### src/rtl/core/zcff_pkg.sv
// Package for the zero-crossing front finder.
// Holds the transfer payload types, the front codes and the sequencer state types.
// No dependencies.
package zcff_pkg;

    localparam int TEMP_W  = 16;
    localparam int DEPTH_W = 24;
    localparam int PROD_W  = TEMP_W + DEPTH_W;
    localparam int QUO_W   = DEPTH_W;
    localparam int DIV_CNT_W = 5;

    typedef enum logic [1:0] {
        FRONT_NONE   = 2'd0,
        FRONT_THAW   = 2'd1,
        FRONT_FREEZE = 2'd2
    } front_kind_t;

    typedef enum logic [1:0] {
        ST_IDLE,
        ST_WAIT,
        ST_EMIT
    } zcff_state_t;

    typedef enum logic [1:0] {
        DIV_IDLE,
        DIV_MUL,
        DIV_RUN
    } div_state_t;

    typedef struct packed {
        logic signed [TEMP_W-1:0] node_temp;
        logic [DEPTH_W-1:0]       node_depth;
        logic                     last_node;
    } node_item_t;

    typedef struct packed {
        logic [1:0]         front_kind;
        logic [DEPTH_W-1:0] front_depth;
        logic [1:0]         front_slot;
        logic [1:0]         thaw_total;
        logic [1:0]         freeze_total;
        logic               profile_done;
    } result_item_t;

endpackage

### src/rtl/core/zcff_interp.sv
// Shared interpolation unit: a multiply step, then a radix-2 restoring divide.
// Computes floor(mul_a * mul_b / divisor), known to fit in 24 bits.
// Depends on zcff_pkg.
module zcff_interp
    import zcff_pkg::*;
(
    input  logic               clk,
    input  logic               rst_n,
    input  logic               start,
    input  logic [TEMP_W-1:0]  mul_a,
    input  logic [DEPTH_W-1:0] mul_b,
    input  logic [TEMP_W-1:0]  divisor,
    output logic               done,
    output logic [QUO_W-1:0]   quotient
);

    div_state_t             state_reg, state_next;
    logic [DIV_CNT_W-1:0]   cnt_reg, cnt_next;
    logic                   done_reg, done_next;

    logic [TEMP_W-1:0]      a_reg;
    logic [DEPTH_W-1:0]     b_reg;
    logic [TEMP_W-1:0]      div_reg;
    logic [TEMP_W-1:0]      rem_reg;
    logic [QUO_W-1:0]       low_reg;
    logic [QUO_W-1:0]       quo_reg;

    logic [PROD_W-1:0]      prod;
    logic [TEMP_W:0]        trial;
    logic [TEMP_W:0]        diff;
    logic                   fits;
    logic [TEMP_W-1:0]      rem_step;

    assign prod     = a_reg * b_reg;
    assign trial    = {rem_reg, low_reg[QUO_W-1]};
    assign fits     = trial >= {1'b0, div_reg};
    assign diff     = trial - {1'b0, div_reg};
    assign rem_step = fits ? diff[TEMP_W-1:0] : trial[TEMP_W-1:0];

    always_comb
    begin
        state_next = state_reg;
        cnt_next   = cnt_reg;
        done_next  = 1'b0;
        case (state_reg)
            DIV_IDLE:
            begin
                if (start)
                begin
                    state_next = DIV_MUL;
                end
            end
            DIV_MUL:
            begin
                cnt_next   = DIV_CNT_W'(QUO_W - 1);
                state_next = DIV_RUN;
            end
            DIV_RUN:
            begin
                cnt_next = cnt_reg - 1'b1;
                if (cnt_reg == '0)
                begin
                    done_next  = 1'b1;
                    state_next = DIV_IDLE;
                end
            end
            default:
            begin
                state_next = DIV_IDLE;
            end
        endcase
    end

    always_ff @(posedge clk or negedge rst_n)
    begin
        if (!rst_n)
        begin
            state_reg <= DIV_IDLE;
            cnt_reg   <= '0;
            done_reg  <= 1'b0;
        end
        else
        begin
            state_reg <= state_next;
            cnt_reg   <= cnt_next;
            done_reg  <= done_next;
        end
    end

    always_ff @(posedge clk)
    begin
        if (state_reg == DIV_IDLE && start)
        begin
            a_reg   <= mul_a;
            b_reg   <= mul_b;
            div_reg <= divisor;
        end
        if (state_reg == DIV_MUL)
        begin
            rem_reg <= prod[PROD_W-1:QUO_W];
            low_reg <= prod[QUO_W-1:0];
            quo_reg <= '0;
        end
        else if (state_reg == DIV_RUN)
        begin
            rem_reg <= rem_step;
            low_reg <= {low_reg[QUO_W-2:0], 1'b0};
            quo_reg <= {quo_reg[QUO_W-2:0], fits};
        end
    end

    assign done     = done_reg;
    assign quotient = quo_reg;

endmodule

### src/rtl/core/zero_crossing_front_finder_unit.sv
// Zero-crossing front finder, top level. Uses zcff_pkg and zcff_interp.
// A node with a front waits in ST_WAIT for the 24-step shared divider in zcff_interp;
// a node without a front goes straight to ST_EMIT. The unit takes a new node only
// in ST_IDLE, after the result of the previous node has been loaded for output.
// Reset (rst_n, asynchronous, active low) clears the held node, the front counts,
// the sequencer and the result valid flag.
module zero_crossing_front_finder_unit
    import zcff_pkg::*;
#(
    parameter int MAX_FRONT_COUNT = 3
)
(
    input  logic         clk,
    input  logic         rst_n,
    input  logic         node_valid,
    output logic         node_stall,
    input  node_item_t   node_item,
    output logic         result_valid,
    input  logic         result_stall,
    output result_item_t result_item
);

    // Count width holds every value from zero up to the maximum.
    localparam int CNT_W = $clog2(MAX_FRONT_COUNT + 1);

    // Sequencer and profile state.
    zcff_state_t state_reg, state_next;
    logic signed [TEMP_W-1:0] prev_temp_reg, prev_temp_next;
    logic [DEPTH_W-1:0]       prev_depth_reg, prev_depth_next;
    logic                     have_prev_reg, have_prev_next;
    logic [CNT_W-1:0]         thaw_cnt_reg, thaw_cnt_next;
    logic [CNT_W-1:0]         freeze_cnt_reg, freeze_cnt_next;
    logic                     out_valid_reg, out_valid_next;

    // Per-node work registers, loaded on the input transfer, and the output register.
    logic [1:0]         kind_reg;
    logic [1:0]         slot_reg;
    logic [1:0]         thaw_tot_reg;
    logic [1:0]         freeze_tot_reg;
    logic               last_reg;
    logic [DEPTH_W-1:0] zc_reg;
    logic               neg_reg;
    result_item_t       out_reg;

    logic               accept;
    logic               emit;
    logic               thaw_hit;
    logic               freeze_hit;
    logic               front_hit;
    logic signed [TEMP_W-1:0] tc;
    logic [CNT_W-1:0]   thaw_inc;
    logic [CNT_W-1:0]   freeze_inc;
    logic [CNT_W+1:0]   thaw_old_ext, freeze_old_ext, thaw_inc_ext, freeze_inc_ext;

    // Interpolation operands.
    logic signed [TEMP_W:0]  tc_ext;
    logic signed [TEMP_W:0]  dt;
    logic [TEMP_W:0]         tc_abs;
    logic [TEMP_W:0]         dt_abs;
    logic                    dz_neg;
    logic [DEPTH_W-1:0]      dz_abs;
    logic                    div_done;
    logic [QUO_W-1:0]        div_quo;
    logic [DEPTH_W-1:0]      front_depth;

    assign tc     = node_item.node_temp;
    assign accept = node_valid && !node_stall;

    // A thaw front needs a warm current node after a previous node at or below
    // zero; a freeze front is the mirror case. A kind stops being reported
    // once its count reaches the maximum.
    assign thaw_hit = have_prev_reg && (tc > 0) && (prev_temp_reg <= 0)
                      && (thaw_cnt_reg < CNT_W'(MAX_FRONT_COUNT));
    assign freeze_hit = have_prev_reg && !thaw_hit && (tc < 0) && (prev_temp_reg >= 0)
                        && (freeze_cnt_reg < CNT_W'(MAX_FRONT_COUNT));
    assign front_hit = thaw_hit || freeze_hit;

    assign thaw_inc   = thaw_cnt_reg + CNT_W'(thaw_hit);
    assign freeze_inc = freeze_cnt_reg + CNT_W'(freeze_hit);

    // Result fields carry counts modulo four.
    assign thaw_old_ext   = {2'b00, thaw_cnt_reg};
    assign freeze_old_ext = {2'b00, freeze_cnt_reg};
    assign thaw_inc_ext   = {2'b00, thaw_inc};
    assign freeze_inc_ext = {2'b00, freeze_inc};

    // The interpolated offset from the current node has the sign of the depth
    // difference and a magnitude of floor(|tc| * |dz| / |td - tc|), since both
    // front kinds make -tc and td - tc share a sign.
    assign tc_ext = {tc[TEMP_W-1], tc};
    assign dt     = {prev_temp_reg[TEMP_W-1], prev_temp_reg} - tc_ext;
    assign tc_abs = tc_ext[TEMP_W] ? 17'(-tc_ext) : 17'(tc_ext);
    assign dt_abs = dt[TEMP_W] ? 17'(-dt) : 17'(dt);
    assign dz_neg = prev_depth_reg < node_item.node_depth;
    assign dz_abs = dz_neg ? (node_item.node_depth - prev_depth_reg)
                           : (prev_depth_reg - node_item.node_depth);

    zcff_interp u_interp (
        .clk      (clk),
        .rst_n    (rst_n),
        .start    (accept && front_hit),
        .mul_a    (tc_abs[TEMP_W-1:0]),
        .mul_b    (dz_abs),
        .divisor  (dt_abs[TEMP_W-1:0]),
        .done     (div_done),
        .quotient (div_quo)
    );

    // The result always lies between the two node depths, so no saturation.
    assign front_depth = (kind_reg == FRONT_NONE) ? '0
                       : (neg_reg ? (zc_reg - div_quo) : (zc_reg + div_quo));

    // The output register frees up when its result is taken, so a new result
    // can be loaded in the same cycle as the previous transfer.
    assign emit = (state_reg == ST_EMIT) && (!out_valid_reg || !result_stall);

    always_comb
    begin
        state_next      = state_reg;
        prev_temp_next  = prev_temp_reg;
        prev_depth_next = prev_depth_reg;
        have_prev_next  = have_prev_reg;
        thaw_cnt_next   = thaw_cnt_reg;
        freeze_cnt_next = freeze_cnt_reg;
        out_valid_next  = out_valid_reg && result_stall;
        node_stall      = 1'b1;
        case (state_reg)
            ST_IDLE:
            begin
                node_stall = 1'b0;
                if (node_valid)
                begin
                    if (node_item.last_node)
                    begin
                        prev_temp_next  = '0;
                        prev_depth_next = '0;
                        have_prev_next  = 1'b0;
                        thaw_cnt_next   = '0;
                        freeze_cnt_next = '0;
                    end
                    else
                    begin
                        prev_temp_next  = tc;
                        prev_depth_next = node_item.node_depth;
                        have_prev_next  = 1'b1;
                        thaw_cnt_next   = thaw_inc;
                        freeze_cnt_next = freeze_inc;
                    end
                    state_next = front_hit ? ST_WAIT : ST_EMIT;
                end
            end
            ST_WAIT:
            begin
                if (div_done)
                begin
                    state_next = ST_EMIT;
                end
            end
            ST_EMIT:
            begin
                if (emit)
                begin
                    out_valid_next = 1'b1;
                    state_next     = ST_IDLE;
                end
            end
            default:
            begin
                state_next = ST_IDLE;
            end
        endcase
    end

    always_ff @(posedge clk or negedge rst_n)
    begin
        if (!rst_n)
        begin
            state_reg      <= ST_IDLE;
            prev_temp_reg  <= '0;
            prev_depth_reg <= '0;
            have_prev_reg  <= 1'b0;
            thaw_cnt_reg   <= '0;
            freeze_cnt_reg <= '0;
            out_valid_reg  <= 1'b0;
        end
        else
        begin
            state_reg      <= state_next;
            prev_temp_reg  <= prev_temp_next;
            prev_depth_reg <= prev_depth_next;
            have_prev_reg  <= have_prev_next;
            thaw_cnt_reg   <= thaw_cnt_next;
            freeze_cnt_reg <= freeze_cnt_next;
            out_valid_reg  <= out_valid_next;
        end
    end

    always_ff @(posedge clk)
    begin
        if (accept)
        begin
            kind_reg       <= thaw_hit ? FRONT_THAW : (freeze_hit ? FRONT_FREEZE : FRONT_NONE);
            slot_reg       <= thaw_hit ? thaw_old_ext[1:0]
                                       : (freeze_hit ? freeze_old_ext[1:0] : 2'b00);
            thaw_tot_reg   <= thaw_inc_ext[1:0];
            freeze_tot_reg <= freeze_inc_ext[1:0];
            last_reg       <= node_item.last_node;
            zc_reg         <= node_item.node_depth;
            neg_reg        <= dz_neg;
        end
        if (emit)
        begin
            out_reg.front_kind   <= kind_reg;
            out_reg.front_depth  <= front_depth;
            out_reg.front_slot   <= slot_reg;
            out_reg.thaw_total   <= thaw_tot_reg;
            out_reg.freeze_total <= freeze_tot_reg;
            out_reg.profile_done <= last_reg;
        end
    end

    assign result_valid = out_valid_reg;
    assign result_item  = out_reg;

`ifndef SYNTHESIS
    // The divider only finishes while the sequencer waits for it.
    assert property (@(posedge clk) disable iff (!rst_n)
        div_done |-> state_reg == ST_WAIT)
        else $error("divider finished outside the wait state");

    // A result without a front carries zero depth and slot.
    assert property (@(posedge clk) disable iff (!rst_n)
        result_valid && result_item.front_kind == FRONT_NONE
        |-> result_item.front_depth == '0 && result_item.front_slot == 2'b00)
        else $error("result without a front carries depth or slot");

    // The last node of a profile clears the held node and both counts.
    assert property (@(posedge clk) disable iff (!rst_n)
        node_valid && !node_stall && node_item.last_node
        |=> !have_prev_reg && thaw_cnt_reg == '0 && freeze_cnt_reg == '0)
        else $error("profile state not cleared after the last node");
`endif

endmodule
### config.mk
export PLATFORM = sky130hd
export DESIGN_NAME = zero_crossing_front_finder_unit
export DESIGN_NICKNAME = d
export VERILOG_FILES = /design/src/rtl/core/zcff_pkg.sv /design/src/rtl/core/zcff_interp.sv /design/src/rtl/core/zero_crossing_front_finder_unit.sv
export SDC_FILE = /design/constraint.sdc
export NUM_CORES = 1
export LEC_CHECK = 0
export BUFFER_PORTS_ARGS = -buffer_cell sky130_fd_sc_hd__buf_2
export CORE_MARGIN = 5
export CORE_UTILIZATION = 45
export CTS_CLUSTER_DIAMETER = 80
export CTS_CLUSTER_SIZE = 25
export DETAILED_ROUTE_END_ITERATION = 8
export PLACE_DENSITY = 0.7
export RECOVER_POWER = 50
export SETUP_SLACK_MARGIN = 0.05
export SLEW_MARGIN = 20
export SYNTH_ARGS = -nofsm -noshare
export SYNTH_HDL_FRONTEND = slang
export SYNTH_SLANG_ARGS = --single-unit
### constraint.sdc
create_clock -name clk -period 7.15 [get_ports clk]
set_clock_uncertainty 0.15 [all_clocks]
set_input_delay 1.0725 -clock clk [delete_from_list [all_inputs] [get_ports clk]]
set_output_delay 1.0725 -clock clk [all_outputs]
set_load 0.005 [all_outputs]
Word level (Yosys, flattened, before mapping)
Cells that the tools add are included.
Operators by class
  magnitude comparators: 8
  mux-type cells: 31
  add/subtract/negate cells: 11
  equal/unequal tests: 9
  reductions and logical operators: 25
  multiply operators: 1
Operators by type and width (count)
  24-bit 2-to-1 mux: 5
  16-bit 2-to-1 mux: 5
  24-bit subtractor: 3
  16-bit by 24-bit multiplier with 40-bit output: 1
  16-bit negator: 2
  24-bit adder: 1
  24-bit < comparator: 1
  2-bit 2-to-1 mux: 11
  17-bit by 16-bit >= comparator with 1-bit output: 1
  16-bit by 16-bit subtractor with 17-bit output: 1
  16-bit by 1-bit >= comparator with 1-bit output (second input constant): 1
  16-bit by 1-bit greater-than comparator with 1-bit output (second input constant): 1
  16-bit by 1-bit less-or-equal comparator with 1-bit output (second input constant): 1
  16-bit by 1-bit < comparator with 1-bit output (second input constant): 1
  16-bit subtractor: 1
  15-bit 2-to-1 mux: 1
  1-bit logical AND: 12
  2-bit case mux with 3 select lines: 2
  5-bit case mux with 2 select lines: 1
  2-bit zero test: 3
  1-bit 2-to-1 mux: 6
  2-bit by 1-bit != test with 1-bit output (second input constant): 3
  5-bit zero test: 1
  5-bit by 1-bit subtractor with 5-bit output (second input constant): 1
  10 further kinds: 19
Storage, ports and cells
  output and inout bits: 35
  logic and storage cells: 115
  input port bits: 45
  flip-flop bits (word level): 243

Depth between registers and ports, before layout
Gate-level depths: netlist (run 1).
  word-level depth: 13
  depth in mapped cells: 25
  depth with buffers taken out: 24

Hierarchy
A second synthesis (run 1) with hierarchy kept.
Unflattened totals
  cell total of the unflattened synthesis: 2948
  area total of the unflattened synthesis: 27557.7 um^2
Modules (own cells, without submodules)
  zcff_interp: cells an instance 1844, area each 17883.4 um^2, seq. area each 3563.4 um^2, instances 1
  zero_crossing_front_finder_unit: cells an instance 1104, area each 9674.3 um^2, seq. area each 3213.1 um^2, instances 1

Least setup slack after synthesis (run 1)
No wires, ideal clock.
  kind: register to register
  from: reg u_interp.a_reg[1]
  to: reg u_interp.rem_reg[14], data pin
  slack: 0.576 ns
  setup time: 0.130 ns
  data arrival time: 6.294 ns
  period minus slack after synthesis: 6.574 ns
  cell stages (with the launch flop): 24
  data required time: 6.870 ns
  buffers on the path: 1
  path through: edfxtp_1 clkbuf_1 nand2_1 fa_1 inv_1 fa_1 inv_1 fa_1 inv_1 fa_1 fa_1 inv_1 fa_1 inv_1 ha_1 nand4_1 or3_1 nor3_1 nor3_1 o21a_1 o31a_1 o211a_1 o41ai_1 o211a_1
On the way
  cells in the longest elaborated chain, start to end: 2
Ends and longest elaborated chain
  start: declaration: line zcff_interp.sv:21  | logic [TEMP_W-1:0] a_reg;
  start signal: assignment: line zcff_interp.sv:94  | a_reg <= mul_a;
  16-bit by 24-bit multiplier with 40-bit output: line zcff_interp.sv:34  | assign prod = a_reg * b_reg;
  16-bit 2-to-1 mux: line zcff_interp.sv:98  | if (state_reg == DIV_MUL)
  end signal: assignment: line zcff_interp.sv:100  | rem_reg <= prod[PROD_W-1:QUO_W];
  end signal: assignment: line zcff_interp.sv:106  | rem_reg <= rem_step;
  end: declaration: line zcff_interp.sv:24  | logic [TEMP_W-1:0] rem_reg;
No other way between the ends.
A chain may end at the register's enable or synchronous reset.

Final worst setup path (run 1)
  from: reg u_interp.b_reg[11]
  to: reg u_interp.rem_reg[14], data pin
On the way
  cells in the longest elaborated chain, start to end: 2
Ends and longest elaborated chain
  start: declaration: line zcff_interp.sv:22  | logic [DEPTH_W-1:0] b_reg;
  start signal: assignment: line zcff_interp.sv:95  | b_reg <= mul_b;
  16-bit by 24-bit multiplier with 40-bit output: line zcff_interp.sv:34
  16-bit 2-to-1 mux: line zcff_interp.sv:98
No other way between the ends.

==> results.py, run 1 <==
metrics = {
    "synth": {
        "synthXorXnorAreaFrac_pct": 4.86,
        "synth_flop_cell": "edfxtp_1",
        "yosys.cell_types.count": 83,
        "synth_compound_area_share_pct": 11.2,
        "syn_area_um2": 27000,
        "post-synth-top-area-cell": "fa_1",
        "synth-edff-count": 163,
        "ys_async_sr_fraction_pct": 23.0,
        "synthMuxAreaShare_pct": 2.80,
        "ys_seq_area_share_pct": 25.1,
        "syn_area_per_cell_um2": 9.42,
        "synthCells": 2868,
        "synth-adder-area-share_pct": 33.5,
        "ys_seq_elements": 243,
        "yosysTopAreaCellShare_pct": 23.0,
        "synth_top_family_by_area": "adder cells",
        "syn_nets": 3449,
        "synth.area.top_cells": "fa_1 23%, edfxtp_1 18%, ha_1 10%",
        "yosysWarnings": 0,
        "synthSimpleGateAreaFrac_pct": 14.2,
    },
    "die": {
        "die_area_um2": 65100,
        "core_um2": 59200,
        "num_rows": 89,
        "initial_core_util_pct": 45.6,
        "die_y_um": 255,
        "fp.dieW_um": 255,
        "io_pins": 80,
    },
    "detailed_routing": {
        "ant_nets": 0,
        "drc": 0,
        "routedWlPerCell_um": 17.0,
        "drt_first_pass_iters": 5,
        "drtIter0Drc": 1373,
        "avgViaCountPerCell": 5.34,
        "routed_wl_um": 63700,
        "vias": 20000,
    },
    "cts": {
        "cts_made_buffers": 20,
        "path_clk_slew_ns": 0.09,
        "cts_buffer_depth": 3,
        "clock_latency_ns": 0.55,
        "clkSinkCount": 243,
        "cts-root-buf": "clkbuf_16",
        "cts_tree": "built",
        "htreeDepth": 1,
    },
    "placement": {
        "dp_cells": 3669,
        "routabilityCongestion": 0.903,
        "port_buffers": 79,
        "hpwl_um": 50100,
    },
    "final_layout": {
        "nets": 3536,
        "fin_cells": 3742,
        "syn2layout_area_growth_pct": 9.49,
        "fill_cells": 5487,
        "antenna_cells": 0,
        "multi_input_area_um2": 18100,
        "largest_register_ffs": 33,
        "ff_latch_area_um2": 6780,
        "drive_above_1_share_pct": 8.93,
    },
    "global_routing": {
        "groute.usage.overall_pct": 19.9,
        "grt.overflow.total": 0,
        "grt_pass1_wl_um": 106000,
        "antenna_found_initial": 3,
        "grt_pass1_vias": 20500,
        "grt_max_degree": 89,
    },
    "critical_path": {
        "end_kind": "flip-flop",
        "cp_slowest_cell": "edfxtp_1",
        "critPathRequiredTime_ns": 7.38,
        "path_class": "flip-flop to flip-flop",
        "cpLargestDelayFamily": "adder cells",
        "path_max_fanout": 8,
        "worstPathCellList": "buf_4, nand2_1, fa_1, fa_1, fa_1, inv_1, fa_1, fa_1, fa_1, ha_1, nand3_1, or3_1, nor3_4, nor3_2, buf_4, o21a_1, o31a_1, o211a_1, o41ai_1, o211a_1",
        "cpMostUsedCell": "fa_1",
        "timing.critical_path.buf_inv": 3,
        "cp-start-kind": "flip-flop",
        "cp.arrival_ns": 7.13,
        "max_stage_delay_ns": 0.62,
    },
    "sta": {
        "max_slew.worst_pin.slew_ns": 3.44,
        "final-hold-violation-count": 0,
        "final-setup-viol-count": 0,
        "rsz0062_at_grt": "no",
        "fmax_mhz": 145,
        "period_share_pct": 96.4,
        "maxSlewHeadroom_pct": -129,
        "maxSlewViolCount": 225,
        "whs_ns": 0.280,
        "fin_crit_ns": 6.89,
    },
    "worst_hold_path": {
        "hold_path.class": "flip-flop to flip-flop",
    },
    "run_status": {
        "failed_checks": "capacitance limit, slew limit",
        "outcome": "finished, violations left",
    },
    "run": {
        "max_cap_viol_count": 5,
    },
}
==> synth_stat cells, drive strengths merged (5+ instances only) <==
library cell  instances
mux2i                44
a21oi               130
a31oi                15
a31o                  6
a211oi                9
nor3                 28
clkbuf              108
ha                  225
nand2b               14
or3                   9
a41oi                 5
a21o                 56
nand3                31
nand2               354
xor2                 38
nand4                16
o22ai                 5
a2111oi               7
buf                   9
o21a                 17
o211ai               10
xnor2               112
nor2                138
and3                 14
nor4                  8
dfrtp                56
o31ai                57
mux2                 28
nor2b                21
o21bai               21
and2                166
fa                  311
dfxtp                24
o21ai                73
inv                 480
edfxtp              163
==> timing repair <==
| action | in CTS | in global routing |
|---|---|---|
| buffers inserted | 17 | 17 |
| cloned | 0 | 2 |
| endpoints found under the setup margin | 6 | 14 |
| hold buffers | 0 | 0 |
| pin swaps | 0 | 10 |
| gates resized for setup | 1 | 39 |
==> area by class of cell <==
class	instances	share of cell area [%]
multi-input cells	2028	61.3
flip-flops and latches	243	22.9
inverters	480	6.10
repair buffers	182	3.91
well taps	773	3.27
clock buffers	22	1.79
clock inverters	14	0.765
==> final timing paths <==
check	from	to	slack (ns)	depth (start not counted)
max in group asynchronous	rst_n	prev_temp_reg[6]	3.23	2
min reg2reg	thaw_tot_reg[0]	result_item[3]	0.28	0
max reg2reg	u_interp.b_reg[11]	u_interp.rem_reg[14]	0.26	20
max	u_interp.b_reg[11]	u_interp.rem_reg[14]	0.26	20
min	thaw_tot_reg[0]	result_item[3]	0.28	0
min in group asynchronous	rst_n	prev_depth_reg[13]	1.62	2
==> per-layer routing <==
layer | vias up | track usage, % | routed length (µm)
met4 | 0 | 4.18 | 1410
met2 | 586 | 32.4 | 29600
met1 | 9795 | 28.5 | 28700
li1 | 9497 | - | -
met3 | 96 | 2.98 | 3990
met5 | - | 0 | 0
==> logic make-up (layout without fill, tap and decap cells) <==
logic type	Yosys count	count (layout)
and+or+nand+nor	816	816
buffers and inverters	597	698
adders and majority gates	536	536
AOI/OAI and AO/OA	454	454
DFF	243	243
xor gates and xnor gates	150	150
muxes	72	72
==> per-stage QoR <==
stage / util, % / setup WS, ns / instance area (µm²) / TNS (ns)
floorplan: - / 0.576 / 27000 / 0
global placement: 48.1 / 0.123 / 28500 / 0
detailed placement: 48.1 / -0.0281 / 28500 / -0.0281
CTS: 49.6 / 0.0724 / 29400 / 0
global route: 49.9 / 0.0169 / 29600 / 0
finish: 49.9 / 0.257 / 29600 / 0
==> cells in the final DEF (no fill, tap or decap), drive strengths merged, types with 21 or more instances in the layout <==
cell type and instances:
inv 488, nand2 354, fa 311, ha 225, and2 166, edfxtp 163, buf 147, nor2 138
a21oi 130, xnor2 112, o21ai 73, o31ai 57, clkbuf 57, a21o 56, dfrtp 56, mux2i 44
xor2 38, nand3 31, mux2 28, nor3 28, dfxtp 24, nor2b 21, o21bai 21
Power of run 1 is left out: the tool's default activity adds up to more than one toggle a clock period on the data nets, which glitch-free logic cannot reach.
==> run 2, diff against run 1 <==
--- a/config.mk
+++ b/config.mk
@@ -5,6 +5,7 @@
 export SDC_FILE = /design/constraint.sdc
 export NUM_CORES = 1
 export LEC_CHECK = 0
+export ABC_AREA = 1
 export BUFFER_PORTS_ARGS = -buffer_cell sky130_fd_sc_hd__buf_2
 export CORE_MARGIN = 5
 export CORE_UTILIZATION = 45
==> results.py, run 2 <==
metrics = {
    "synth": {
        "synth.area.top_cells": "fa_1 22%, edfxtp_1 17%, nand2_1 13%",
        "yosysMostFrequentCell": "nand2_1",
        "syn_area_um2": 28600,
        "synth_flop_cell": "edfxtp_1",
        "ys_async_sr_fraction_pct": 23.0,
        "synth_compound_area_share_pct": 8.66,
        "yosysTopAreaCellShare_pct": 21.7,
        "syn_area_per_cell_um2": 7.69,
        "synthSimpleGateAreaFrac_pct": 20.6,
        "yosysWarnings": 0,
        "synthMuxAreaShare_pct": 0.0350,
        "synth_top_family_by_area": "adder cells",
        "ys_seq_elements": 243,
        "post-synth-top-area-cell": "fa_1",
        "synth_commonest_cells": "973 x nand2_1, 834 x inv_1, 311 x fa_1, 225 x ha_1, 217 x nor2_1",
        "syn_nets": 4305,
        "synthXorXnorAreaFrac_pct": 2.78,
        "synth-edff-count": 163,
        "ys_seq_area_share_pct": 23.7,
        "synthCells": 3724,
        "yosys.cell_types.count": 51,
        "synth-adder-area-share_pct": 31.6,
    },
    "placement": {
        "hpwl_um": 58600,
        "placed_area_um2": 29800,
        "dp_cells": 4558,
        "port_buffers": 79,
        "routabilityCongestion": 0.931,
    },
    "sta": {
        "fin_crit_ns": 6.61,
        "final-hold-violation-count": 0,
        "max_slew.worst_pin.slew_ns": 3.43,
        "maxSlewViolCount": 200,
        "tns_ns": 0,
        "fmax_mhz": 151,
        "maxSlewHeadroom_pct": -129,
        "final-setup-viol-count": 0,
        "period_share_pct": 92.5,
        "rsz0062_at_grt": "no",
    },
    "detailed_routing": {
        "routed_wl_um": 73500,
        "avgViaCountPerCell": 5.13,
        "drtIter0Drc": 1751,
        "ant_nets": 0,
        "vias": 23500,
        "drc": 0,
        "routedWlPerCell_um": 16.0,
        "drt_first_pass_iters": 5,
    },
    "cts": {
        "cts_tree": "built",
        "clock_latency_ns": 0.53,
        "path_clk_slew_ns": 0.10,
        "post_cts_buffers": 0,
        "cts_buffer_depth": 3,
        "htreeDepth": 1,
        "clkSinkCount": 243,
        "hold_buffers": 0,
        "cts-resized-gates": 0,
        "cts_made_buffers": 16,
        "cts-root-buf": "clkbuf_16",
    },
    "worst_hold_path": {
        "hold_path.class": "flip-flop to flip-flop",
    },
    "critical_path": {
        "cp_slowest_cell": "edfxtp_1",
        "path_max_fanout": 19,
        "path_class": "flip-flop to flip-flop",
        "cp-start-kind": "flip-flop",
        "max_stage_delay_ns": 1.03,
        "cp.arrival_ns": 6.74,
        "cpLargestDelayFamily": "adder cells",
        "cpMostUsedCell": "nand2_1",
        "timing.critical_path.buf_inv": 7,
        "critPathRequiredTime_ns": 7.27,
        "end_kind": "flip-flop",
    },
    "die": {
        "die_y_um": 262,
        "initial_core_util_pct": 45.4,
        "fp.dieW_um": 262,
        "io_pins": 80,
        "num_rows": 92,
        "core_um2": 63100,
        "die_area_um2": 68800,
    },
    "final_layout": {
        "fill_cells": 6242,
        "fin_cells": 4586,
        "drive_above_1_share_pct": 2.89,
        "largest_register_ffs": 33,
        "multi_input_area_um2": 18300,
        "ff_latch_area_um2": 6780,
        "syn2layout_area_growth_pct": 5.77,
        "fin_area_um2": 30300,
        "final_cell_mix": "973 x nand2_1, 833 x inv_1, 311 x fa_1, 225 x ha_1, 215 x nor2_1",
        "antenna_cells": 0,
        "nets": 4311,
        "mostFrequentLayoutCell": "nand2_1",
    },
    "pwr": {
        "finalPower_w": 0.00310,
        "cellPowerDensity_nw_per_um2": 102,
        "leakage_nw": 15.9,
        "ir_drop_v": 0.000225,
    },
    "run_status": {
        "failed_checks": "capacitance limit, slew limit",
        "outcome": "finished, violations left",
    },
    "global_routing": {
        "grt_pass1_vias": 23100,
        "antenna_found_initial": 1,
        "use_met2_pct": 34.6,
        "grt_pass1_wl_um": 121000,
        "grt_max_degree": 75,
        "grt-busiest-layer": "met2",
        "groute.usage.overall_pct": 21.1,
        "grt_use_met1_pct": 31.0,
        "met3_usage_pct": 2.10,
        "grt.overflow.total": 0,
    },
    "run": {
        "max_cap_viol_count": 4,
    },
}
run 2: final timing paths:
kind                                       end  slack (ns)  cells after the start              start
max                        u_interp.rem_reg[7]        0.54                     25  u_interp.a_reg[8]
min                             result_item[5]        0.29                      0        slot_reg[0]
max reg2reg                u_interp.rem_reg[7]        0.54                     25  u_interp.a_reg[8]
min reg2reg                     result_item[5]        0.29                      0        slot_reg[0]
max in group asynchronous    prev_temp_reg[10]        3.23                      2              rst_n
min in group asynchronous   prev_depth_reg[12]        1.67                      2              rst_n
run 2: cell families (layout without fill, tap and decap cells):
family | after synthesis | count (layout)
fa+ha+maj | 536 | 536
buf+inv | 954 | 970
compound gates | 453 | 453
mux | 1 | 1
xor+xnor | 90 | 90
flops | 243 | 243
simple gates | 1447 | 1447
run 2: final cells by class:
| cell class | count | share of cell area, % |
|---|---|---|
| Sequential cell | 243 | 22.4 |
| Tap cell | 846 | 3.49 |
| Multi-Input combinational cell | 2527 | 60.3 |
| Timing Repair Buffer | 104 | 1.65 |
| Clock inverter | 7 | 0.314 |
| Clock buffer | 21 | 1.50 |
| Inverter | 838 | 10.4 |
run 2: per-stage QoR:
step | utilization, % | setup WS (ns) | hold WS [ns]
after floorplan | - | 1.41 | 0.250
after global placement | 47.3 | 0.710 | 0.252
after detailed placement | 47.3 | 0.683 | 0.255
after CTS | 48.2 | 0.657 | 0.292
after global routing | 48.0 | 0.251 | 0.301
final | 48.0 | 0.539 | 0.285
run 2: where the power goes:
group	internal, W	total [W]	switching (W)
clock	0.000484	0.00104	0.000556
combinational	0.000172	0.000517	0.000345
sequential	0.00153	0.00154	0.00000954
run 2: metal layers:
metal	wire length (µm)	vias up
met5	0	-
met4	1200	0
met3	4980	73
met2	33900	742
met1	33400	11300
li1	-	11500
(Power assumes the default switching activity.)
==> run 3, diff against run 2 <==
--- a/config.mk
+++ b/config.mk
@@ -8,11 +8,11 @@
 export ABC_AREA = 1
 export BUFFER_PORTS_ARGS = -buffer_cell sky130_fd_sc_hd__buf_2
 export CORE_MARGIN = 5
-export CORE_UTILIZATION = 45
+export CORE_UTILIZATION = 35
 export CTS_CLUSTER_DIAMETER = 80
 export CTS_CLUSTER_SIZE = 25
 export DETAILED_ROUTE_END_ITERATION = 8
-export PLACE_DENSITY = 0.7
+export PLACE_DENSITY = 0.59
 export RECOVER_POWER = 50
 export SETUP_SLACK_MARGIN = 0.05
 export SLEW_MARGIN = 20
==> results.py, run 3 (same netlist as run 2, synthesis figures left out) <==
metrics = {
    "run_status": {
        "outcome": "finished, violations left",
        "failed_checks": "capacitance limit, slew limit",
    },
    "critical_path": {
        "rr_startpoint": "u_interp.a_reg[6]",
        "rr_endpoint": "u_interp.rem_reg[3]",
        "path_class": "flip-flop to flip-flop",
        "path_max_fanout": 24,
        "critPathRequiredTime_ns": 7.29,
        "cp-start-kind": "flip-flop",
        "end_kind": "flip-flop",
        "rrSetupSlack_ns": 0.59,
        "cp.arrival_ns": 6.70,
        "ff2ff_path_depth": 22,
    },
    "sta": {
        "maxSlewViolCount": 215,
        "final-hold-violation-count": 0,
        "fin_crit_ns": 6.56,
        "max_slew.worst_pin.slew_ns": 4.22,
        "maxSlewHeadroom_pct": -181,
        "setup_ws_ns": 0.585,
        "rsz0062_at_grt": "no",
        "period_share_pct": 91.8,
        "tns_ns": 0,
        "fmax_mhz": 152,
        "final-setup-viol-count": 0,
    },
    "final_layout": {
        "final_cell_mix": "973 x nand2_1, 833 x inv_1, 311 x fa_1, 224 x ha_1, 215 x nor2_1",
        "syn2layout_area_growth_pct": 7.27,
        "multi_input_area_um2": 18300,
        "largest_register_ffs": 33,
        "fill_cells": 8498,
        "drive_above_1_share_pct": 3.31,
        "mostFrequentLayoutCell": "nand2_1",
        "ff_latch_area_um2": 6780,
        "nets": 4319,
        "fin_cells": 4821,
        "finish.utilization_pct": 37.7,
    },
    "global_routing": {
        "grt_pass1_vias": 23200,
        "grt_pass1_wl_um": 125000,
        "grt-busiest-layer": "met2",
        "groute.usage.overall_pct": 17.5,
        "grt.overflow.total": 0,
        "grt_use_met1_pct": 25.4,
        "met3_usage_pct": 2.33,
        "grt_max_degree": 81,
        "antenna_found_initial": 1,
        "use_met2_pct": 28.8,
    },
    "placement": {
        "port_buffers": 79,
        "dp_cells": 4788,
        "routabilityCongestion": 0.898,
        "pre_cts_ws_ns": 0.637,
        "hpwl_um": 61800,
    },
    "detailed_routing": {
        "drt_first_pass_iters": 5,
        "vias": 23200,
        "routed_wl_um": 75800,
        "avgViaCountPerCell": 4.81,
        "drtIter0Drc": 1527,
        "drc": 0,
        "ant_nets": 0,
        "routedWlPerCell_um": 15.7,
    },
    "die": {
        "io_pins": 80,
        "core_um2": 81600,
        "die_area_um2": 87600,
        "initial_core_util_pct": 35.1,
        "num_rows": 105,
        "fp.dieW_um": 296,
        "die_y_um": 296,
    },
    "pwr": {
        "leakage_nw": 16.0,
        "ir_drop_v": 0.000178,
        "cellPowerDensity_nw_per_um2": 104,
    },
    "cts": {
        "clock_latency_ns": 0.54,
        "clkSinkCount": 243,
        "htreeDepth": 1,
        "cts-resized-gates": 0,
        "post_cts_buffers": 0,
        "cts-root-buf": "clkbuf_16",
        "cts_buffer_depth": 3,
        "path_clk_slew_ns": 0.10,
        "cts_made_buffers": 18,
        "hold_buffers": 0,
        "cts_tree": "built",
    },
    "worst_hold_path": {
        "hold_depth": 0,
        "holdCritStartpoint": "freeze_tot_reg[1]",
        "hold_path.class": "flip-flop to flip-flop",
        "min_to": "result_item[2]",
    },
    "run": {
        "max_cap_viol_count": 4,
    },
}
==> run 3: cell type report <==
type / instances / share of cell area (%)
Antenna cell: 1 / 0.00815
Clock buffer: 20 / 1.56
Clock inverter: 12 / 0.529
Inverter: 838 / 10.3
Multi-Input combinational cell: 2527 / 59.4
Sequential cell: 243 / 22.1
Tap cell: 1070 / 4.36
Timing Repair Buffer: 110 / 1.80
==> run 3: worst max-delay path by stage <==
stage	end	startpoint	slack, ns
global placement	u_interp.rem_reg[10]	u_interp.a_reg[6]	0.65
detailed placement	u_interp.rem_reg[3]	u_interp.a_reg[6]	0.64
global route	u_interp.rem_reg[3]	u_interp.a_reg[6]	0.24
finish	u_interp.rem_reg[3]	u_interp.a_reg[6]	0.59
CTS	u_interp.rem_reg[3]	u_interp.a_reg[6]	0.59
floorplan	u_interp.rem_reg[8]	u_interp.b_reg[14]	1.41
==> run 3: worst max-delay path: stages (launching register included) <==
cell and delay [ns]:
edfxtp_1 1.01, nand2_1 0.18, fa_1 0.58, inv_1 0.05, fa_1 0.54, inv_1 0.06, fa_1 0.51, inv_1 0.05
fa_1 0.47, fa_1 0.54, inv_1 0.05, fa_1 0.54, inv_1 0.05, ha_1 0.35, nand2_1 0.10, nor2_1 0.15
inv_1 0.11, nor3_1 0.36, nand2_1 0.13, nand2_1 0.07, nand2_1 0.05, nand3_1 0.11, o21ai_0 0.10
==> run 3: power breakdown <==
part / switching, W / total, W / internal, W
sequential: 0.00000949 / 0.00154 / 0.00153
combinational: 0.000356 / 0.000528 / 0.000172
clock: 0.000609 / 0.00114 / 0.000528
total: 0.000974 / 0.00320 / 0.00223
==> run 3: metal layers <==
metal	vias up	routed length, µm	part of all wire (%)
li1	11500	-	-
met3	56	4870	6.4
met4	0	919	1.2
met2	587	34400	45
met1	11100	35600	47
met5	-	0	0
==> run 3: stage by stage <==
| stage | hold WS [ns] | power (W) | instance area [µm²] |
|---|---|---|---|
| floorplan | 0.250 | 0.00194 | 28600 |
| global placement | 0.258 | 0.00210 | 30200 |
| detailed placement | 0.256 | 0.00210 | 30200 |
| CTS | 0.282 | 0.00325 | 30800 |
| global route | 0.285 | 0.00338 | 30700 |
| finish | 0.281 | 0.00320 | 30700 |
